===== src/sv/thsm_pkg.sv =====
// Shared types, codes and sequencer tables for the two-wire sensor master.
// No dependencies.
`timescale 1ns / 1ps
`default_nettype none

package thsm_pkg;

   localparam int RESYNC_CLOCKS = 9;

   typedef logic [3:0] stage_kind_type;

   localparam stage_kind_type K_END    = 4'd0;
   localparam stage_kind_type K_CLOCKS = 4'd1;
   localparam stage_kind_type K_START  = 4'd2;
   localparam stage_kind_type K_WRCMD  = 4'd3;
   localparam stage_kind_type K_WRSTAT = 4'd4;
   localparam stage_kind_type K_WAIT   = 4'd5;
   localparam stage_kind_type K_RD_HI  = 4'd6;
   localparam stage_kind_type K_RD_LO  = 4'd7;
   localparam stage_kind_type K_RD_CK  = 4'd8;
   localparam stage_kind_type K_RD_ST  = 4'd9;

   localparam logic [2:0] OP_IDLE     = 3'd0;
   localparam logic [2:0] OP_TEMP     = 3'd1;
   localparam logic [2:0] OP_HUMID    = 3'd2;
   localparam logic [2:0] OP_STAT_RD  = 3'd3;
   localparam logic [2:0] OP_STAT_WR  = 3'd4;
   localparam logic [2:0] OP_SOFT_RST = 3'd5;
   localparam logic [2:0] OP_RESYNC   = 3'd6;

   localparam logic [2:0] CSR_TEMP_CMD     = 3'd0;
   localparam logic [2:0] CSR_HUMID_CMD    = 3'd1;
   localparam logic [2:0] CSR_STAT_RD_CMD  = 3'd2;
   localparam logic [2:0] CSR_STAT_WR_CMD  = 3'd3;
   localparam logic [2:0] CSR_SOFT_RST_CMD = 3'd4;
   localparam logic [2:0] CSR_WAIT_LIMIT   = 3'd5;

   // start condition waveform, indexed by phase
   localparam logic [6:0] START_SCK  = 7'b0110110;
   localparam logic [6:0] START_DATA = 7'b1100011;

   typedef struct packed {
      logic [2:0] command;
      logic       data_in;
      logic [7:0] status_byte;
   } req_type;

   typedef struct packed {
      logic        sck_level;
      logic        data_release;
      logic        busy_res;
      logic        done_res;
      logic [1:0]  error_count;
      logic [15:0] measured_value;
      logic [7:0]  checksum_byte;
   } rsp_type;

   typedef struct packed {
      logic [7:0]  temp_command_byte;
      logic [7:0]  humidity_command_byte;
      logic [7:0]  status_read_command_byte;
      logic [7:0]  status_write_command_byte;
      logic [7:0]  soft_reset_command_byte;
      logic [15:0] ready_wait_limit;
   } cfg_type;

   typedef struct packed {
      logic [2:0]  operation;
      logic [4:0]  sequence_step;
      logic [3:0]  phase_count;
      logic [3:0]  bit_index;
      logic [7:0]  shift_byte;
      logic [15:0] wait_count;
      logic [1:0]  errors_seen;
      logic [15:0] value_hold;
      logic [7:0]  checksum_hold;
      logic        sck_out;
      logic        data_out;
   } state_type;

   function automatic stage_kind_type program_kind(input logic [2:0] op,
                                                   input logic [2:0] step);
      stage_kind_type k;
      k = K_END;
      case (op)
         OP_TEMP, OP_HUMID: begin
            case (step)
               3'd0: k = K_START;
               3'd1: k = K_WRCMD;
               3'd2: k = K_WAIT;
               3'd3: k = K_RD_HI;
               3'd4: k = K_RD_LO;
               3'd5: k = K_RD_CK;
               default: k = K_END;
            endcase
         end
         OP_STAT_RD: begin
            case (step)
               3'd0: k = K_START;
               3'd1: k = K_WRCMD;
               3'd2: k = K_RD_ST;
               3'd3: k = K_RD_CK;
               default: k = K_END;
            endcase
         end
         OP_STAT_WR: begin
            case (step)
               3'd0: k = K_START;
               3'd1: k = K_WRCMD;
               3'd2: k = K_WRSTAT;
               default: k = K_END;
            endcase
         end
         OP_SOFT_RST: begin
            case (step)
               3'd0: k = K_CLOCKS;
               3'd1: k = K_START;
               3'd2: k = K_WRCMD;
               default: k = K_END;
            endcase
         end
         OP_RESYNC: begin
            case (step)
               3'd0: k = K_CLOCKS;
               3'd1: k = K_START;
               default: k = K_END;
            endcase
         end
         default: k = K_END;
      endcase
      return k;
   endfunction

endpackage

`default_nettype wire


===== src/sv/thsm_csr.sv =====
// Configuration registers of the two-wire sensor master.
// Depends on thsm_pkg.
`timescale 1ns / 1ps
`default_nettype none

module thsm_csr (
   input  wire logic             clock,
   input  wire logic             reset,
   input  wire logic             csr_we,
   input  wire logic [2:0]       csr_index,
   input  wire logic [15:0]      csr_wdata,
   output thsm_pkg::cfg_type     cfg
);

   thsm_pkg::cfg_type cfg_ff;
   thsm_pkg::cfg_type cfg_in;

   always_comb begin
      cfg_in = cfg_ff;
      if (csr_we) begin
         case (csr_index)
            thsm_pkg::CSR_TEMP_CMD:     cfg_in.temp_command_byte         = csr_wdata[7:0];
            thsm_pkg::CSR_HUMID_CMD:    cfg_in.humidity_command_byte     = csr_wdata[7:0];
            thsm_pkg::CSR_STAT_RD_CMD:  cfg_in.status_read_command_byte  = csr_wdata[7:0];
            thsm_pkg::CSR_STAT_WR_CMD:  cfg_in.status_write_command_byte = csr_wdata[7:0];
            thsm_pkg::CSR_SOFT_RST_CMD: cfg_in.soft_reset_command_byte   = csr_wdata[7:0];
            thsm_pkg::CSR_WAIT_LIMIT:   cfg_in.ready_wait_limit          = csr_wdata;
            default: cfg_in = cfg_ff;
         endcase
      end
   end

   always_ff @(posedge clock) begin
      if (reset) begin
         cfg_ff.temp_command_byte         <= 8'd3;
         cfg_ff.humidity_command_byte     <= 8'd5;
         cfg_ff.status_read_command_byte  <= 8'd7;
         cfg_ff.status_write_command_byte <= 8'd6;
         cfg_ff.soft_reset_command_byte   <= 8'd30;
         cfg_ff.ready_wait_limit          <= 16'd320;
      end else begin
         cfg_ff <= cfg_in;
      end
   end

   assign cfg = cfg_ff;

endmodule

`default_nettype wire


===== src/sv/thsm_step.sv =====
// Next-state and result logic of the bus sequencer: one bus phase per tick.
// Depends on thsm_pkg.
`timescale 1ns / 1ps
`default_nettype none

module thsm_step (
   input  thsm_pkg::state_type cur,
   input  thsm_pkg::req_type   req,
   input  thsm_pkg::cfg_type   cfg,
   output thsm_pkg::state_type nxt,
   output thsm_pkg::rsp_type   rsp
);

   thsm_pkg::state_type      nx;
   thsm_pkg::stage_kind_type kind;
   thsm_pkg::stage_kind_type next_kind;
   logic [3:0]               ph;
   logic                     fin;
   logic                     done;

   function automatic logic [7:0] cmd_byte(input logic [2:0] op,
                                           input thsm_pkg::cfg_type c);
      logic [7:0] b;
      case (op)
         thsm_pkg::OP_TEMP:     b = c.temp_command_byte;
         thsm_pkg::OP_HUMID:    b = c.humidity_command_byte;
         thsm_pkg::OP_STAT_RD:  b = c.status_read_command_byte;
         thsm_pkg::OP_STAT_WR:  b = c.status_write_command_byte;
         thsm_pkg::OP_SOFT_RST: b = c.soft_reset_command_byte;
         default: b = 8'd0;
      endcase
      return b;
   endfunction

   function automatic logic [1:0] err_inc(input logic [1:0] e);
      return (e == 2'd3) ? e : e + 2'd1;
   endfunction

   always_comb begin
      nx        = cur;
      fin       = 1'b0;
      done      = 1'b0;
      kind      = thsm_pkg::K_END;
      next_kind = thsm_pkg::K_END;
      ph        = 4'd0;

      // new request, only when idle; its first phase runs in the same tick
      if (nx.operation == thsm_pkg::OP_IDLE && req.command >= thsm_pkg::OP_TEMP &&
          req.command <= thsm_pkg::OP_RESYNC) begin
         nx.operation     = req.command;
         nx.sequence_step = 5'd0;
         nx.errors_seen   = 2'd0;
         nx.checksum_hold = 8'd0;
         nx.value_hold    = (req.command == thsm_pkg::OP_STAT_WR) ?
                            {8'd0, req.status_byte} : 16'd0;
         nx.phase_count   = 4'd0;
         nx.bit_index     = 4'd0;
         nx.wait_count    = 16'd0;
         nx.shift_byte    = 8'd0;
      end

      if (nx.operation != thsm_pkg::OP_IDLE) begin
         kind = thsm_pkg::program_kind(nx.operation, nx.sequence_step[2:0]);
         case (kind)
            thsm_pkg::K_CLOCKS: begin
               nx.data_out = 1'b1;
               if (nx.phase_count == 4'd0) begin
                  nx.sck_out     = 1'b1;
                  nx.phase_count = 4'd1;
               end else begin
                  nx.sck_out     = 1'b0;
                  nx.phase_count = 4'd0;
                  if (({1'b0, nx.bit_index} + 5'd1) >= 5'(thsm_pkg::RESYNC_CLOCKS))
                     fin = 1'b1;
                  else
                     nx.bit_index = nx.bit_index + 4'd1;
               end
            end
            thsm_pkg::K_START: begin
               ph          = (nx.phase_count > 4'd6) ? 4'd6 : nx.phase_count;
               nx.sck_out  = thsm_pkg::START_SCK[ph[2:0]];
               nx.data_out = thsm_pkg::START_DATA[ph[2:0]];
               if (ph == 4'd6) begin
                  nx.phase_count = ph;
                  fin            = 1'b1;
               end else begin
                  nx.phase_count = ph + 4'd1;
               end
            end
            thsm_pkg::K_WRCMD, thsm_pkg::K_WRSTAT: begin
               if (nx.bit_index < 4'd8) begin
                  if (nx.phase_count == 4'd0) begin
                     nx.data_out    = nx.shift_byte[7];
                     nx.sck_out     = 1'b0;
                     nx.phase_count = 4'd1;
                  end else if (nx.phase_count == 4'd1) begin
                     nx.sck_out     = 1'b1;
                     nx.phase_count = 4'd2;
                  end else begin
                     nx.sck_out     = 1'b0;
                     nx.shift_byte  = {nx.shift_byte[6:0], 1'b0};
                     nx.bit_index   = nx.bit_index + 4'd1;
                     nx.phase_count = 4'd0;
                  end
               end else if (nx.phase_count == 4'd0) begin
                  nx.sck_out     = 1'b1;
                  nx.data_out    = 1'b1;
                  nx.phase_count = 4'd1;
               end else begin
                  if (req.data_in)
                     nx.errors_seen = err_inc(nx.errors_seen);
                  nx.sck_out  = 1'b0;
                  nx.data_out = 1'b1;
                  fin         = 1'b1;
               end
            end
            thsm_pkg::K_WAIT: begin
               nx.sck_out  = 1'b0;
               nx.data_out = 1'b1;
               if (!req.data_in) begin
                  fin = 1'b1;
               end else begin
                  nx.wait_count = nx.wait_count + 16'd1;
                  if (nx.wait_count >= cfg.ready_wait_limit) begin
                     nx.errors_seen = err_inc(nx.errors_seen);
                     fin            = 1'b1;
                  end
               end
            end
            thsm_pkg::K_RD_HI, thsm_pkg::K_RD_LO, thsm_pkg::K_RD_CK, thsm_pkg::K_RD_ST: begin
               if (nx.bit_index < 4'd8) begin
                  nx.data_out = 1'b1;
                  if (nx.phase_count == 4'd0) begin
                     nx.sck_out     = 1'b1;
                     nx.phase_count = 4'd1;
                  end else begin
                     nx.sck_out     = 1'b0;
                     nx.shift_byte  = {nx.shift_byte[6:0], req.data_in};
                     nx.bit_index   = nx.bit_index + 4'd1;
                     nx.phase_count = 4'd0;
                  end
               end else if (nx.phase_count == 4'd0) begin
                  // ack low, except no ack after the checksum
                  nx.sck_out     = 1'b0;
                  nx.data_out    = (kind == thsm_pkg::K_RD_CK);
                  nx.phase_count = 4'd1;
               end else if (nx.phase_count == 4'd1) begin
                  nx.sck_out     = 1'b1;
                  nx.phase_count = 4'd2;
               end else begin
                  nx.sck_out = 1'b0;
                  if (kind == thsm_pkg::K_RD_HI)
                     nx.value_hold = {nx.shift_byte, 8'd0};
                  else if (kind == thsm_pkg::K_RD_LO)
                     nx.value_hold = nx.value_hold | {8'd0, nx.shift_byte};
                  else if (kind == thsm_pkg::K_RD_ST)
                     nx.value_hold = {8'd0, nx.shift_byte};
                  else
                     nx.checksum_hold = nx.shift_byte;
                  fin = 1'b1;
               end
            end
            default: begin
               nx.operation     = thsm_pkg::OP_IDLE;
               nx.sequence_step = 5'd0;
               done             = 1'b1;
            end
         endcase

         if (fin) begin
            nx.sequence_step = nx.sequence_step + 5'd1;
            next_kind = thsm_pkg::program_kind(nx.operation, nx.sequence_step[2:0]);
            if (next_kind == thsm_pkg::K_END) begin
               nx.operation     = thsm_pkg::OP_IDLE;
               nx.sequence_step = 5'd0;
               nx.phase_count   = 4'd0;
               nx.bit_index     = 4'd0;
               done             = 1'b1;
            end else begin
               nx.phase_count = 4'd0;
               nx.bit_index   = 4'd0;
               nx.wait_count  = 16'd0;
               if (next_kind == thsm_pkg::K_WRCMD)
                  nx.shift_byte = cmd_byte(nx.operation, cfg);
               else if (next_kind == thsm_pkg::K_WRSTAT)
                  nx.shift_byte = nx.value_hold[7:0];
               else
                  nx.shift_byte = 8'd0;
            end
         end
      end
   end

   assign nxt                = nx;
   assign rsp.sck_level      = nx.sck_out;
   assign rsp.data_release   = nx.data_out;
   assign rsp.busy_res       = (nx.operation != thsm_pkg::OP_IDLE);
   assign rsp.done_res       = done;
   assign rsp.error_count    = nx.errors_seen;
   assign rsp.measured_value = nx.value_hold;
   assign rsp.checksum_byte  = nx.checksum_hold;

endmodule

`default_nettype wire


===== src/sv/two_wire_humidity_sensor_master.sv =====
// Top level of the two-wire humidity and temperature sensor bus master.
// Depends on thsm_pkg, thsm_csr and thsm_step.
//
// Each req transfer is one bus phase tick and yields exactly one rsp transfer carrying the
// SCK and DATA levels to drive, busy/done flags, the error count and the last values read.
// The sequencer state and the result both update at the edge that takes a request, so a
// tick is taken in each cycle in which req_valid and req_ready are both high, and its result
// is in the output register from the following cycle; throughput is one tick per cycle,
// and it stalls only while a result waits in the output register with rsp_ready low.
// Commands arriving while busy are ignored. Configuration writes apply on the next cycle.
`timescale 1ns / 1ps
`default_nettype none

module two_wire_humidity_sensor_master (
   input  wire logic              clock,
   input  wire logic              reset,
   input  wire logic              req_valid,
   output logic                   req_ready,
   input  thsm_pkg::req_type      req_item,
   output logic                   rsp_valid,
   input  wire logic              rsp_ready,
   output thsm_pkg::rsp_type      rsp_item,
   input  wire logic              csr_we,
   input  wire logic [2:0]        csr_index,
   input  wire logic [15:0]       csr_wdata
);

   thsm_pkg::cfg_type   cfg;
   thsm_pkg::state_type state_ff;
   thsm_pkg::state_type state_in;
   thsm_pkg::rsp_type   rsp_ff;
   thsm_pkg::rsp_type   rsp_in;
   logic                rsp_valid_ff;
   logic                rsp_valid_in;
   logic                accept;

   thsm_csr u_csr (
      .clock     (clock),
      .reset     (reset),
      .csr_we    (csr_we),
      .csr_index (csr_index),
      .csr_wdata (csr_wdata),
      .cfg       (cfg)
   );

   thsm_step u_step (
      .cur (state_ff),
      .req (req_item),
      .cfg (cfg),
      .nxt (state_in),
      .rsp (rsp_in)
   );

   assign req_ready = !rsp_valid_ff || rsp_ready;
   assign accept    = req_valid && req_ready;

   always_comb begin
      rsp_valid_in = rsp_valid_ff;
      if (accept)
         rsp_valid_in = 1'b1;
      else if (rsp_ready)
         rsp_valid_in = 1'b0;
   end

   always_ff @(posedge clock) begin
      if (reset) begin
         state_ff          <= '0;
         state_ff.data_out <= 1'b1;
         rsp_valid_ff      <= 1'b0;
      end else begin
         rsp_valid_ff <= rsp_valid_in;
         if (accept)
            state_ff <= state_in;
      end
   end

   always_ff @(posedge clock) begin
      if (accept)
         rsp_ff <= rsp_in;
   end

   assign rsp_valid = rsp_valid_ff;
   assign rsp_item  = rsp_ff;

endmodule

`default_nettype wire


===== config.mk =====
export PLATFORM = sky130hd
export DESIGN_NAME = two_wire_humidity_sensor_master
export DESIGN_NICKNAME = d
export VERILOG_FILES = /design/src/sv/thsm_pkg.sv /design/src/sv/thsm_csr.sv /design/src/sv/thsm_step.sv /design/src/sv/two_wire_humidity_sensor_master.sv
export SDC_FILE = /design/constraint.sdc
export NUM_CORES = 1
export LEC_CHECK = 0
export ABC_AREA = 1
export BUFFER_PORTS_ARGS = -buffer_cell sky130_fd_sc_hd__buf_2
export CAP_MARGIN = 20
export CORE_ASPECT_RATIO = 1.5
export CORE_MARGIN = 2
export CORE_UTILIZATION = 26
export DETAILED_ROUTE_END_ITERATION = 8
export MAX_ROUTING_LAYER = met4
export SLEW_MARGIN = 20
export SYNTH_ARGS = -nofsm -noshare
export SYNTH_HDL_FRONTEND = slang
export SYNTH_SLANG_ARGS = --single-unit

===== constraint.sdc =====
create_clock -name clock -period 10.2 [get_ports clock]
set_input_delay 1.02 -clock clock [delete_from_list [all_inputs] [get_ports clock]]
set_output_delay 1.02 -clock clock [all_outputs]
set_load 0.1 [all_outputs]

==> results of run 1 <==
state kept, by name (all words and copies together), names as in the netlist:
name       cells
state_ff      66
u_csr.cfg     56
rsp_item      30
rsp_valid      1
metal layers:
metal,share of wire,up-vias
met5,0,-
met4,0.041,0
met3,0.040,73
met2,0.48,277
met1,0.43,4212
li1,-,4597
per-stage QoR:
step | hold slack [ps] | power, mW | area [um2]
floorplan | 429 | 1.10 | 9200
global placement | 439 | 1.22 | 9960
detailed placement | 446 | 1.22 | 9960
CTS | 464 | 1.88 | 10600
global route | 478 | 1.96 | 10600
finish | 462 | 1.87 | 10600
area by class of cell:
type,count,area share
Multi-Input combinational cell,952,0.465
Timing Repair Buffer,76,0.0381
Tap cell,473,0.0560
Sequential cell,153,0.318
Clock buffer,19,0.0450
Inverter,182,0.0647
Clock inverter,13,0.0128
placed cells by master, fill, tap and decap left out, drive strengths merged:
cell	n
o32ai	3
nor4	2
nand3b	10
nand2	230
edfxtp	30
clkinv	2
o311ai	2
o21ai	153
clkinvlp	1
nor3	20
or2	1
nand3	126
o21a	1
a21boi	1
clkbuf	19
a21oi	101
o2111ai	6
a31oi	7
a22oi	16
xnor2	2
o31ai	3
nand4	35
a211oi	3
a21o	1
o21bai	1
xor2	12
dfxtp	123
o221ai	5
a22o	1
a32oi	2
buf	76
o211ai	13
inv	192
nor3b	1
nor2	170
ha	24
worst reg2reg max path, delay by kind of cell, from the launching register on:
kind            cells  cell delay, ps
simple gates       16            2700
buf+inv            12            1490
compound gates      4             710
fa+ha+maj           2             410
flops               1             390
xor+xnor            1             190
cell families (layout without fill, tap and decap cells):
group	Yosys count	after routing	share of synthesized area
AND/OR/NAND/NOR	595	595	0.291
buffers and inverters	238	290	0.100
AO/OA/AOI/OAI	319	319	0.197
flip-flops	153	153	0.365
XOR/XNOR	14	14	0.0133
adder cells (fa/ha/maj)	24	24	0.0326
power breakdown:
part	switching [mW]	internal [mW]
clock	0.298	0.356
sequential	0.0219	0.661
combinational	0.407	0.124
worst min path at each step:
stage | start | to | slack, ps | cells after the start
floorplan | u_csr.cfg[17] | u_csr.cfg[17] | 430 | 2
global placement | u_csr.cfg[49] | u_csr.cfg[49] | 440 | 2
detailed placement | u_csr.cfg[49] | u_csr.cfg[49] | 450 | 2
CTS | u_csr.cfg[49] | u_csr.cfg[49] | 460 | 2
global route | u_csr.cfg[3] | u_csr.cfg[3] | 480 | 2
finish | u_csr.cfg[49] | u_csr.cfg[49] | 460 | 2
==> impl_results.md, run 1 <==
* Outcome: finished clean
* Port bufs at 67
* Core area at about 35000 um2
* Slew Limit Fails at 0
* R2r setup slk at 4260 ps
* Detailed placement HPWL at 20300 um
* Most common cell in the netlist: nand2_1
* Flops & latches, synth at 153
* Post-synth cell types at 50
* Synth area leader: dfxtp_1
* Critical Path Source Type: input port
* Clock transition at path regs at 70 ps
* Max-cap violations at 0
* Total die area at 37000 um2
* Hold Buf Count CTS at 0
* Leak at 4.48 nW
* Number of global-route vias before repair at 8565
* Fmax at 160 MHz
* Buffer and inverter count on the worst path at 12
* Data required time of the worst path at 10580 ps
* Syn avg cell area at 6.85 um2
* Largest net degree at the start of global routing at 69
* Syn nets at 1403
* Gr ovfl total at 0
* Gr busiest metal: met2
* Layout cells sized above 1 at 0.110
* Critical Path Fanout Max at 45
* Stages on the worst setup path at 35
* Fin cells at between 1500 and 2000
* Row count at 84
* CTS tree: yes
* Total track usage at 0.156
* Worst clock skew at 11.2 ps
* Final-report hold violation count at 0
* Critical path type: input port to flop
* Post-synth EDFFs at 30
* Reg2Reg Depth at 35
* Ports at just under 70
* Pwr dens at roughly 180 nW/um2
* Max VDD drop at 0.110 mV
* Iteration-0 DRC count of the detailed router at 745
* Residual DRC at 0
* Worst Setup SP: req_item[10]
* Placed cells at about 1800
* CP peak stage delay at about 530 ps
* Area Growth Syn to Fin at 14.9%
* Resized Gates After CTS at 0
* Via density at 4.90
* Main synth FF type: dfxtp_1
* Setup TNS at 0 ps
* Max-slew headroom at 0.370
* Min Tclk post-route at 6250 ps
* Clk Latency, worst-skew pair at 450 ps
* WL/cell at 15.0 um
* # nets final at 1442
* Area of the multi-input gates at 4920 um2
* Top post-synthesis cells by area: dfxtp_1 (27%), edfxtp_1 (9.8%), nand2_1 (9.1%)
* Worst setup path end: state_ff[45]
* Fillers at 3793
* Synth top area share at 0.268
* Initial antenna violation count at 0
* Slowest CP cell: nor2_2
* Post-Syn Instances at 1343
* Period Utilization, post-route at 0.613
* Setup ws final at 3950 ps
* RSZ-0062 raised after global routing: false
* WL final at 28000 um
* GPL Wtd Cong at 0.934
* Met3 global-route usage at 0.0203
* # setup viols final at 0
* GRT met1 Usage at 0.182
* Post-route ant nets at 0
* # Post-CTS Setup Buffers at 0
* Root Driver: clkbuf_16
* Final Util at 0.302
* Die X at 158 um
* Die H at approximately 230 um
* Antenna diodes at 0
* R2r endpoint: state_ff[45]
* CP delay by family, top: simple AND/OR/NAND/NOR gates
* Initial core utilization at 0.263
* Post-Syn Area at between 9000 and 10000 um2
* CTS buffer count at 17
* Sequential area share after synthesis at 0.365
* Pre-antenna DRT Iters at 7
* Top cells by count, synth: nand2_1 (224), inv_1 (171), nor2_1 (160)
* Pre-CTS setup slack at ~3500 ps
* Worst Path Arrival at 6630 ps
* CTS Sinks at approximately 150
* Worst Setup End Kind: flop
* Routing usage on met2 at 0.260
* Worst-Margin Slew at 942 ps
* Asr flop ratio synth at 0
* Worst hold path class: flop to flop
* First-pass GRT wire length at approximately 44000 um
* Sequential cell area at 3360 um2
* CP most frequent cell: inv_1
* DR vias at approximately 9200
* Htree depth at 4
* Worst r2r src: state_ff[66]
* YS warnings at 0
* Max Buffers Root-to-Sink at 2
(Power assumes the default switching activity.)
==> inputs of run 2 (changes only) <==
Clock period 10.2 ns to 5.9 ns, I/O delays scaled along.
==> run 2 against run 1 <==
  * Non-clock buffer count up 8
  * Sequential power up 73%
  * Highest routed layer unchanged
  * Power up 71%
  * Wire length up 4.6%
  * Critical path type is now flop to flop
  * Final cell count up 0.48%
  * Die area unchanged
  * Clock-buffer cell count up 3
  * Worst setup slack worse by 3200 ps
  * Critical path depth down 5
  * Combinational power up 76%
==> impl_results.md, run 2 (synthesized netlist as in run 1, its figures left out) <==
* Critical Path Source Type: flop
* Gr ovfl total at 0
* Largest Register: state_ff
* Final-report hold violation count at 0
* Htree depth at 4
* # setup viols final at 0
* Slowest CP cell: a21oi_1
* Max-cap violations at 0
* Largest net degree at the start of global routing at 76
* Port bufs at between 60 and 70
* Max Buffers Root-to-Sink at 2
* Initial core utilization at 0.263
* Detailed placement HPWL at 21200 um
* Worst Setup End Kind: flop
* CTS tree: yes
* Post-route ant nets at 0
* Commonest non-fill, non-tap cell in the layout: nand2_1
* Worst-Margin Slew at 835 ps
* WL final at 29300 um
* Worst hold path class: input port to flop
* Gr busiest metal: met2
* Number of global-route vias before repair at 8893
* Die H at 234 um
* CTS Sinks at 153
* Die X at roughly 160 um
* CTS buffer count at 17
* First-pass GRT wire length at 46500 um
* GRT met1 Usage at 0.184
* CP peak stage delay at 570 ps
* Most frequent cells in the layout: nand2_1 (223), inv_1 (170), nor2_1 (160)
* Min Tclk post-route at 5150 ps
* Pre-antenna DRT Iters at 5
* Period Utilization, post-route at 0.874
* Max VDD drop at 0.190 mV
* Layout cells sized above 1 at 0.114
* Setup TNS at 0 ps
* # nets final at 1450
* Buffer and inverter count on the worst path at 5
* Via density at 4.96
* Max FFs per register at 66
* Critical Path Fanout Max at 30
* Routing usage on met2 at 0.291
* Root Driver: clkbuf_16
* Total die area at 37000 um2
* GPL Wtd Cong at 0.923
* Placed cells at 1844
* Iteration-0 DRC count of the detailed router at approximately 630
* Critical path type: flop to flop
* Row count at 84
* Clock transition at path regs at 70 ps
* Total track usage at 0.166
* Leak at about 4.5 nW
* Worst clock skew at 12.9 ps
* Data required time of the worst path at approximately 6300 ps
* DR vias at approximately 9300
* Max-slew headroom at 0.441
* RSZ-0062 raised after global routing: false
* Hold Buf Count CTS at 0
* Residual DRC at 0
* Worst Path Arrival at between 5000 and 6000 ps
* CP delay by family, top: simple AND/OR/NAND/NOR gates
* CP most frequent cell: nand2_1
* Clk Latency, worst-skew pair at 450 ps
* Fmax at about 190 MHz
* Met3 global-route usage at 0.0199
* Area Growth Syn to Fin at 15.2%
* WL/cell at 15.6 um
* Initial antenna violation count at 1
* Slew Limit Fails at 0
* Outcome: finished clean
* Core area at between 30000 and 40000 um2
* Pwr dens at 302 nW/um2
* Fin cells at about 1900
* Final hold slack at 377 ps
* Ports at 68
==> run 2: cell types whose count changed in the layout (fill, tap and decap cells not counted) <==
cell / delta
buf_4: +8
inv_8: -7
clkinv_4: +4
clkbuf_1: +2
clkbuf_8: +1
clkinv_2: +1
clkinv_8: -1
diode_2: +1
nand2_2: -1
nand2_4: +1
==> run 2: path summary, 6_finish.rpt <==
kind / from / depth (start not counted) / end / slack [ps]
setup / recovery: state_ff[66] / 30 / state_ff[48] / 750
hold / removal: csr_wdata[8] / 3 / u_csr.cfg[8] / 380
setup reg to reg: state_ff[66] / 30 / state_ff[48] / 750
hold reg to reg: u_csr.cfg[3] / 2 / u_csr.cfg[3] / 460
==> run 2: worst min-delay path, cell delays in order <==
cell	delay, ps
buf_2	80
nand2_1	50
o211ai_1	60
==> run 2: repair_timing <==
action / in CTS / in global routing
resized for setup: 0 / 1
setup endpoints to repair: 0 / 1
buffers inserted: 0 / 0
==> run 2: area by class of cell <==
type | instances | area, um2
antenna | 1 | 2.50
clock buffer | 22 | 497
clock inverter | 10 | 80.1
fill | 3809 | 24400
inverter | 182 | 684
multi-input combinational | 952 | 4920
sequential | 153 | 3360
tap | 473 | 592
timing repair buffer | 84 | 463
==> run 2: per-layer routing <==
| layer | wire length, um | share of wire | vias up |
|---|---|---|---|
| li1 | - | - | 4613 |
| met1 | 12000 | 0.41 | 4394 |
| met2 | 15000 | 0.51 | 247 |
| met3 | 1200 | 0.041 | 57 |
| met4 | 1020 | 0.035 | 0 |
| met5 | 0 | 0 | - |
==> run 2: power by group <==
part | leakage, nW | switching [mW] | internal, mW | total (mW)
Combinational | 2.92 | 0.713 | 0.223 | 0.936
Sequential | 1.31 | 0.0384 | 1.14 | 1.18
Clock | 0.282 | 0.478 | 0.605 | 1.08
Total | 4.51 | 1.23 | 1.97 | 3.20
==> run 2: metrics by stage <==
step | power (mW) | setup WS, ps | utilization | instance area [um2]
after floorplan | 1.90 | 1020 | - | 9200
after global placement | 2.12 | 426 | 0.286 | 10000
after detailed placement | 2.13 | 417 | 0.286 | 10000
after CTS | 3.22 | 685 | 0.303 | 10600
after global routing | 3.36 | 99.5 | 0.303 | 10600
final | 3.20 | 745 | 0.303 | 10600
==> inputs of run 3 (changes only) <==
Settings changed: CORE_UTILIZATION 26 to 45.
==> run 3 against run 2 <==
  * Clock-buffer cell count rose by 1
  * Power rose by 0.52%
  * Non-clock buffer count rose by 2
  * Critical path depth fell by 1
  * Fmax barely moved
  * Cell area fell by 2.2%
  * Largest cell class unchanged
==> impl_results.md, run 3 (synthesized netlist as in run 1, its figures left out) <==
* Outcome: finished clean
* Residual DRC at 0
* Metal-1 WL at 11100 um
* R2r endpoint: state_ff[43]
* Number of global-route vias before repair at 8588
* Worst Setup SP: state_ff[66]
* # Post-CTS Setup Buffers at 0
* Fmax at 194 MHz
* Max VDD drop at 0.196 mV
* # nets final at around 1500
* Ports at 68
* Pre-CTS setup slack at 495 ps
* Setup ws final at 745 ps
* Via density at about 5.4
* Worst hold path class: input port to flop
* Core area at 20300 um2
* Setup TNS at 0 ps
* Stages on the worst setup path at 29
* R2r setup slk at 740 ps
* Data required time of the worst path at 6270 ps
* Worst clock skew at ~9.6 ps
* Pre-antenna DRT Iters at 5
* Root Driver: clkbuf_16
* Htree depth at 4
* Critical path type: flop to flop
* Buffer and inverter count on the worst path at 4
* RSZ-0062 raised after global routing: false
* # setup viols final at 0
* Period Utilization, post-route at 0.874
* Max FFs per register at 66
* Worst r2r src: state_ff[66]
* CP most frequent cell: nand2_1
* Critical Path Fanout Max at 30
* Commonest non-fill, non-tap cell in the layout: nand2_1
* Initial antenna violation count at 0
* CTS buffer count at 17
* Placed cells at 1637
* CP peak stage delay at 350 ps
* Antenna diodes at 0
* WL final at roughly 27000 um
* Gr ovfl total at 0
* Die X at about 120 um
* Total die area at 21600 um2
* Port bufs at 67
* Fin cells at 1669
* Detailed placement HPWL at between 15000 and 20000 um
* Slowest CP cell: nand2_2
* CTS Sinks at 153
* Die H at 179 um
* Worst setup path end: state_ff[43]
* Clock transition at path regs at 70 ps
* Largest Register: state_ff
* Iteration-0 DRC count of the detailed router at 579
* Final-report hold violation count at 0
* Reg2Reg Depth at 29
* Met3 routed WL at 907 um
* DR vias at 9085
* Slew Limit Fails at 0
* Layout cells sized above 1 at 0.115
* Pwr dens at 310 nW/um2
* Met2 WL at between 10000 and 15000 um
* Worst Setup End Kind: flop
* GPL Wtd Cong at 0.940
* Initial core utilization at 0.454
* Worst-Margin Slew at between 800 and 900 ps
* Area Growth Syn to Fin at 12.7%
* Max-cap violations at 0
* Row count at 64
* Largest net degree at the start of global routing at 84
* Most frequent cells in the layout: nand2_1 (223), inv_1 (170), nor2_1 (160)
* Total track usage at 0.263
* Hold path startpoint: csr_wdata[8]
* Resized Gates After CTS at 0
* Worst Path Arrival at 5520 ps
* DR top layer: met4
* WL/cell at 16.1 um
* Critical Path Source Type: flop
* CTS tree: yes
* Min Tclk post-route at approximately 5200 ps
* CP delay by family, top: simple AND/OR/NAND/NOR gates
* Post-route ant nets at 0
* Leak at 4.53 nW
* Max-slew headroom at 0.448
* Clk Latency, worst-skew pair at around 440 ps
* Hold Buf Count CTS at 0
* First-pass GRT wire length at 43500 um
* Fillers at roughly 2100
* Max Buffers Root-to-Sink at 2
## run 3: changes by cell type in the layout (fill, tap and decap cells not counted), sizes merged
cell	change
inv	-1
clkbuf	+1
clkinv	-1
diode	-1
buf	+2
bufinv	+1
## run 3: power by group
group | internal [mW] | total, mW | switching, mW
clock network | 0.655 | 1.11 | 0.457
logic | 0.225 | 0.931 | 0.706
registers | 1.14 | 1.18 | 0.0321
total | 2.02 | 3.22 | 1.19
## run 3: tightest hold or removal path: stages
cell,delay [ps]
buf_2,80
nand2_1,40
o211ai_1,70
## run 3: final cells by class
| type | instances | area (um2) | area share |
|---|---|---|---|
| timing repair buffer | 86 | 478 | 0.0461 |
| tap | 264 | 330 | 0.0319 |
| clock inverter | 9 | 85.1 | 0.00820 |
| clock buffer | 23 | 510 | 0.0492 |
| inverter | 182 | 684 | 0.0660 |
| multi-input combinational | 952 | 4920 | 0.474 |
| sequential | 153 | 3360 | 0.324 |
## run 3: worst min-delay path by stage
stage / to / slack (ps) / cells past startpoint
6_report: u_csr.cfg[8] / 380 / 3
4_1_cts: u_csr.cfg[8] / 370 / 3
5_1_grt: u_csr.cfg[8] / 390 / 3
2_1_floorplan: u_csr.cfg[17] / 430 / 2
3_5_place_dp: u_csr.cfg[40] / 440 / 2
3_3_place_gp: u_csr.cfg[18] / 440 / 2
## run 3: routing by layer
layer,vias up,global-route usage
li1,4615,-
met2,216,0.460
met1,4185,0.290
met3,69,0.0350
met5,-,-
met4,0,0.139
## run 3: stage by stage
step           area, um2  utilization  hold WS [ps]  power, mW
2_1_floorplan       9200            -           429       1.90
3_3_place_gp        9770        0.482           439       2.12
3_5_place_dp        9770        0.482           443       2.12
4_1_cts            10400        0.512           367       3.23
5_1_grt            10400        0.512           395       3.37
6_report           10400        0.512           380       3.22
